## src/hw/rtl/ftfd_pkg.sv

```systemverilog
package ftfd_pkg;

  localparam int unsigned PosW      = 5;
  localparam int unsigned NumChan   = 6;
  localparam int unsigned WordW     = 32;
  localparam int unsigned ChanIdxW  = 3;

  localparam logic [PosW-1:0] PosHunt      = 5'd0;
  localparam logic [PosW-1:0] PosCountHi   = 5'd3;
  localparam logic [PosW-1:0] PosCountLo   = 5'd4;
  localparam logic [PosW-1:0] PosDataFirst = 5'd5;
  localparam logic [PosW-1:0] PosDataLast  = 5'd28;
  localparam logic [PosW-1:0] PosCheck     = 5'd29;
  localparam logic [PosW-1:0] PosLast      = 5'd30;

  localparam logic [7:0] HeaderReset = 8'd170;
  localparam logic [7:0] TailReset   = 8'd10;

  typedef enum logic [1:0] {
    StatusOk       = 2'd0,
    StatusBadTail  = 2'd1,
    StatusBadCheck = 2'd2
  } status_e;

  typedef enum logic {
    CfgHeader = 1'b0,
    CfgTail   = 1'b1
  } cfg_idx_e;

endpackage

```

## src/hw/rtl/force_torque_frame_deframer.sv

```systemverilog
// channel   | handshake                  | payload
// ----------+----------------------------+------------------------------------------
// cfg       | cfg_we_i                   | cfg_idx_i, cfg_data_i
// in        | in_valid_i / in_ready_o    | rx_byte_i
// out       | out_valid_o / out_ready_i  | frame_status_o, frame_count_o, 6 x 32b
//
// one byte accepted per cycle when ready; frame state registers update on the accepting edge
// a result appears in the cycle after the tail byte (frame position 30) is accepted
// the result register holds until taken; bytes keep flowing, only the next tail byte
// stalls while a result still waits
// rst_ni clears frame state and restores the header and tail values; data words are not reset
module force_torque_frame_deframer (
  input  logic        clk_i,
  input  logic        rst_ni,
  input  logic        cfg_we_i,
  input  logic        cfg_idx_i,
  input  logic [7:0]  cfg_data_i,
  input  logic        in_valid_i,
  output logic        in_ready_o,
  input  logic [7:0]  rx_byte_i,
  output logic        out_valid_o,
  input  logic        out_ready_i,
  output logic [1:0]  frame_status_o,
  output logic [15:0] frame_count_o,
  output logic [31:0] force_x_o,
  output logic [31:0] force_y_o,
  output logic [31:0] force_z_o,
  output logic [31:0] torque_x_o,
  output logic [31:0] torque_y_o,
  output logic [31:0] torque_z_o
);

  logic [7:0] header_q, tail_q;
  logic [ftfd_pkg::PosW-1:0] pos_q, pos_d;
  logic [7:0]  sum_q, sum_d;
  logic [7:0]  check_q;
  logic [15:0] count_q;
  logic [ftfd_pkg::WordW-1:0] words_q [ftfd_pkg::NumChan];

  logic        out_valid_q, out_valid_d;
  ftfd_pkg::status_e status_q, status_d;
  logic [15:0] res_count_q;
  logic [ftfd_pkg::WordW-1:0] res_words_q [ftfd_pkg::NumChan];

  logic in_fire, hunting, at_last, in_data;
  logic [ftfd_pkg::PosW-1:0] data_off;
  logic [ftfd_pkg::ChanIdxW-1:0] chan_idx;
  logic [1:0] lane;

  assign hunting = (pos_q == ftfd_pkg::PosHunt) || (pos_q > ftfd_pkg::PosLast);
  assign at_last = (pos_q == ftfd_pkg::PosLast);
  assign in_data = (pos_q >= ftfd_pkg::PosDataFirst) && (pos_q <= ftfd_pkg::PosDataLast);
  assign in_ready_o = !(at_last && out_valid_q && !out_ready_i);
  assign in_fire = in_valid_i && in_ready_o;

  assign data_off = pos_q - ftfd_pkg::PosDataFirst;
  assign chan_idx = data_off[ftfd_pkg::ChanIdxW+1:2];
  assign lane     = data_off[1:0];

  // config registers
  always_ff @(posedge clk_i or negedge rst_ni) begin
    if (!rst_ni) begin
      header_q <= ftfd_pkg::HeaderReset;
      tail_q   <= ftfd_pkg::TailReset;
    end else if (cfg_we_i) begin
      case (ftfd_pkg::cfg_idx_e'(cfg_idx_i))
        ftfd_pkg::CfgHeader: header_q <= cfg_data_i;
        ftfd_pkg::CfgTail:   tail_q   <= cfg_data_i;
        default: ;
      endcase
    end
  end

  // frame position and checksum
  always_comb begin
    pos_d = pos_q;
    sum_d = sum_q;
    if (in_fire) begin
      if (hunting) begin
        sum_d = 8'd0;
        pos_d = (rx_byte_i == header_q) ? 5'd1 : ftfd_pkg::PosHunt;
      end else if (at_last) begin
        sum_d = 8'd0;
        pos_d = ftfd_pkg::PosHunt;
      end else begin
        if (in_data) begin
          sum_d = sum_q + rx_byte_i;
        end
        pos_d = pos_q + 5'd1;
      end
    end
  end

  always_ff @(posedge clk_i or negedge rst_ni) begin
    if (!rst_ni) begin
      pos_q   <= ftfd_pkg::PosHunt;
      sum_q   <= 8'd0;
      check_q <= 8'd0;
      count_q <= 16'd0;
    end else begin
      pos_q <= pos_d;
      sum_q <= sum_d;
      if (in_fire && pos_q == ftfd_pkg::PosCheck) begin
        check_q <= rx_byte_i;
      end
      if (in_fire && pos_q == ftfd_pkg::PosCountHi) begin
        count_q[15:8] <= rx_byte_i;
      end
      if (in_fire && pos_q == ftfd_pkg::PosCountLo) begin
        count_q[7:0] <= rx_byte_i;
      end
    end
  end

  // little-endian word assembly
  always_ff @(posedge clk_i) begin
    if (in_fire && in_data) begin
      words_q[chan_idx][lane*8 +: 8] <= rx_byte_i;
    end
  end

  // result register
  always_comb begin
    out_valid_d = out_valid_q;
    if (out_valid_q && out_ready_i) begin
      out_valid_d = 1'b0;
    end
    if (in_fire && at_last) begin
      out_valid_d = 1'b1;
    end
    if (rx_byte_i != tail_q) begin
      status_d = ftfd_pkg::StatusBadTail;
    end else if (check_q != sum_q) begin
      status_d = ftfd_pkg::StatusBadCheck;
    end else begin
      status_d = ftfd_pkg::StatusOk;
    end
  end

  always_ff @(posedge clk_i or negedge rst_ni) begin
    if (!rst_ni) begin
      out_valid_q <= 1'b0;
    end else begin
      out_valid_q <= out_valid_d;
    end
  end

  always_ff @(posedge clk_i) begin
    if (in_fire && at_last) begin
      status_q    <= status_d;
      res_count_q <= count_q;
      res_words_q <= words_q;
    end
  end

  assign out_valid_o    = out_valid_q;
  assign frame_status_o = status_q;
  assign frame_count_o  = res_count_q;
  assign force_x_o      = res_words_q[0];
  assign force_y_o      = res_words_q[1];
  assign force_z_o      = res_words_q[2];
  assign torque_x_o     = res_words_q[3];
  assign torque_y_o     = res_words_q[4];
  assign torque_z_o     = res_words_q[5];

`ifndef SYNTH
  a_tail_gives_result: assert property (@(posedge clk_i) disable iff (!rst_ni)
    (in_fire && at_last) |=> out_valid_q)
    else $error("tail byte accepted without a result");

  a_stall_only_with_result: assert property (@(posedge clk_i) disable iff (!rst_ni)
    !in_ready_o |-> (out_valid_q && at_last))
    else $error("input stalled without a waiting result");

  a_header_starts_frame: assert property (@(posedge clk_i) disable iff (!rst_ni)
    (in_fire && hunting && rx_byte_i == header_q) |=> (pos_q == 5'd1))
    else $error("header byte did not start a frame");
`endif

endmodule

```

## config.mk

```make
export PLATFORM = sky130hd
export DESIGN_NAME = force_torque_frame_deframer
export DESIGN_NICKNAME = d
export VERILOG_FILES = /design/src/hw/rtl/ftfd_pkg.sv /design/src/hw/rtl/force_torque_frame_deframer.sv
export SDC_FILE = /design/constraint.sdc
export NUM_CORES = 1
export LEC_CHECK = 0
export ABC_CLOCK_PERIOD_IN_PS = 18500
export BUFFER_PORTS_ARGS = -buffer_cell sky130_fd_sc_hd__buf_2
export CORE_MARGIN = 5
export CORE_UTILIZATION = 60
export CTS_BUF_LIST = sky130_fd_sc_hd__clkbuf_16
export CTS_CLUSTER_SIZE = 8
export DETAILED_ROUTE_END_ITERATION = 8
export GPL_TIMING_DRIVEN = 0
export PLACE_DENSITY = 0.87
export SKIP_LAST_GASP = 1
export SLEW_MARGIN = 10
export SYNTH_ARGS = -nofsm -noshare
export SYNTH_HDL_FRONTEND = slang
export SYNTH_SLANG_ARGS = --single-unit
```

## constraint.sdc

```tcl
create_clock -name clk_i -period 18.5 [get_ports clk_i]
set_input_delay 4.625 -clock clk_i [delete_from_list [all_inputs] [get_ports clk_i]]
set_output_delay 4.625 -clock clk_i [all_outputs]
set_load 0.05 [all_outputs]
```

==> impl_metrics.tcl <==
set metrics [dict create \
    core_area_sq_mm 0.0253 \
    tightest_slew_ns 1.09 \
    clock_sinks 456 \
    seqPwrFrac_pct 49.6 \
    insertion_delay_ns 0.55 \
    fin_crit_sh_pct 55.0 \
    routed_wl_um 34600 \
    numPlacedInstances 1302 \
    portBuffers 231 \
    final_layout_size_suffix_gt1_share_pct 35.5 \
    antenna_found_initial 1 \
    gp_congestion 0.828 \
    grt_usage_pct 24.0 \
    wl_per_cell_um 24.9 \
    final_core_util_pct 75.0 \
    p_sw_share_pct 21.7 \
    synth_xor_area_share_pct 1.64 \
    status "complete, no violations" \
    antenna_cells 0 \
    grt_pass1_vias 8243 \
    report.final.setup_viol 0 \
    crit_path_max_fanout 4 \
    syn_inst 734 \
    synth_ff_type "edfxtp_1" \
    setup-tns-final_ns 0 \
    endpoint_kind "primary output" \
    areaGrowthSynthToFinish_pct 22.7 \
    post_cts_buffers 0 \
    ioPinCount 234 \
    synth-compound-area-share_pct 2.43 \
    fmax_mhz 98.3 \
    die_h_um 171 \
    cts-buffers-inserted 66 \
    rsz0062_at_grt "no" \
    clkPwrFrac_pct 44.9 \
    hold_viol_final 0 \
    syn_avg_cell_area_sq_um 21.1 \
    synthSimpleGateAreaFrac_pct 4.10 \
    vdd_ir_drop_max_v 0.000101 \
    dp_hpwl_um 20800 \
    worstPathArrival_ns 5.55 \
    cts_tree "yes" \
    ys_seq_area_share_pct 86.7 \
    required_ns 13.88 \
    cts.path.max_buffers 3 \
    yosys.cell_types.count 53 \
    synth_top_family_by_area "simple AND/OR/NAND/NOR gates" \
    switching_power_uw 514 \
    cts-hold-fix-buffers 0 \
    path_clk_slew_ns 0.05 \
    hold_class "register to register" \
    layout.nets 1076 \
    slew_headroom_pct 27.4 \
    critPathKind "input port to primary output" \
    yosysWarnings 0 \
    cts_resized 0 \
    muxShareOfSynthArea_pct 3.17 \
    drt_iter0_markers 807 \
    vias 7909 \
    clock_tree.root_cell "clkbuf_16" \
    netlist_area_sq_mm 0.0155 \
    drc 0 \
    gr-total-overflow 0 \
    fin_crit_ns 10.17 \
    ant_nets 0 \
    synthArstFlopShare_pct 11.8 \
    die_w_um 171 \
    htree_num_levels 3 \
    combPwrFrac_pct 5.5 \
    syn_nets 770 \
    final_cells 1388 \
    whs_ns 0.407 \
    start_util_pct 61.2 \
    cp-start-kind "input port" \
    rows 58 \
    power.internal_mw 1.85 \
    grt_pass1_wl_um 51300 \
    drv_slew 0 \
    grt_max_degree 55 \
    p_leak_nw 7.20 \
    vias_per_cell 5.70 \
    synth_edf_count 402 \
    die_area_sq_mm 0.0291 \
    ys_seq_elements 456 \
    powerDensity_mw_per_mm2 125 \
    synth_fa_ha_area_share_pct 1.18 \
    first_pass_iters 5 \
    maxCapViolations 0 \
    finClkSkew_ns 0.0195 \
]
area by class of cell:
cell class / instances / area [sq um]
sequential: 456 / 13400
fill: 1344 / 6320
multi-input combinational: 256 / 1950
clock buffer: 67 / 1680
timing repair buffer: 238 / 1300
tap: 330 / 413
clock inverter: 19 / 119
buffer: 13 / 85.1
inverter: 9 / 33.8
worst max-delay path: stages:
cell and delay, ns:
buf_2 0.09, nand2b_1 0.20, or2_1 0.25, buf_2 0.15
buf_2 0.22
metrics by stage:
step	total power, mW	setup WS, ns	instance area (sq um)
after CTS	2.38	8.32	19000
after floorplan	1.28	4.06	15500
after global routing	2.44	8.29	19000
after global placement	1.31	1.06	17100
after detailed placement	1.32	8.33	17200
final	2.37	8.33	19000
cell usage after synthesis, types with 7 or more instances:
cell / count / area [sq um]
inv_1: 9 / 33.8
o21ai_0: 11 / 55.1
mux2_4: 8 / 120
ha_1: 13 / 163
dfrtp_1: 48 / 1200
nand2b_1: 11 / 68.8
mux2_2: 32 / 360
xor2_1: 22 / 193
and2_1: 9 / 56.3
a22o_1: 8 / 70.1
a21oi_1: 8 / 40.0
nand2_1: 18 / 67.6
edfxtp_1: 402 / 12100
nor2_1: 51 / 191
xnor2_1: 7 / 61.3
cell usage in the layout (no fill, tap or decap), drive strengths merged, types with 3 or more instances in the layout:
master	netlist	routed
a21o	3	3
o32ai	3	3
nand2	18	18
xnor2	7	7
nand3	4	4
xor2	22	22
a22o	8	8
buf	8	246
inv	9	28
edfxtp	402	402
mux2	40	40
nand2b	11	11
nor2b	6	6
dfstp	6	6
o21ai	12	12
nor2	51	51
or2	3	3
nor3	5	5
ha	13	13
and2	9	9
a21oi	8	8
a31oi	4	4
clkbuf	5	72
nand4	3	3
nor4	6	6
dfrtp	48	48
power groups by stage:
stage                     registers, mW  clock network [mW]  logic, mW
after floorplan                    1.19                   0     0.0870
after global placement             1.19                   0      0.122
after detailed placement           1.19                   0      0.128
after CTS                          1.17                1.07      0.130
after global routing               1.18                1.13      0.142
final                              1.18                1.06      0.130
kinds of logic after synthesis:
family | after synthesis
AOI/OAI and AO/OA | 50
xor gates and xnor gates | 29
adders and majority gates | 14
buffers and inverters | 22
DFF | 456
muxes | 41
and+or+nand+nor | 122
worst paths after layout:
| path | start | cells after the start | endpoint | slack, ns |
|---|---|---|---|---|
| max | out_ready_i | 5 | in_ready_o | 8.33 |
| min | words_q[42]$_DFFE_PP_ | 0 | torque_y_o[10]$_DFFE_PP_ | 0.41 |
| max reg2reg | pos_q[0]$_DFFE_PN0P_ | 8 | words_q[29]$_DFFE_PP_ | 15.15 |
| min reg2reg | words_q[42]$_DFFE_PP_ | 0 | torque_y_o[10]$_DFFE_PP_ | 0.41 |
| max in group asynchronous | rst_ni | 1 | count_q[11]$_DFFE_PN0P_ | 13.92 |
| min in group asynchronous | rst_ni | 1 | check_q[7]$_DFFE_PN0P_ | 4.12 |
flip-flops by register name, indices dropped and copies added, names as in the netlist, 16 cells and up:
signal         cells
words_q          192
force_x_o         32
force_y_o         32
force_z_o         32
torque_x_o        32
torque_y_o        32
torque_z_o        32
count_q           16
frame_count_o     16
metal layers:
metal | wire length, um | vias to the layer above | track usage, %
met2 | 17900 | 420 | 41.2
met5 | 7 | - | 0
met1 | 13000 | 3994 | 31.3
met4 | 916 | 2 | 7.71
li1 | - | 3419 | -
met3 | 2730 | 74 | 4.78
No activity file was read; power rests on OpenSTA's default activity.
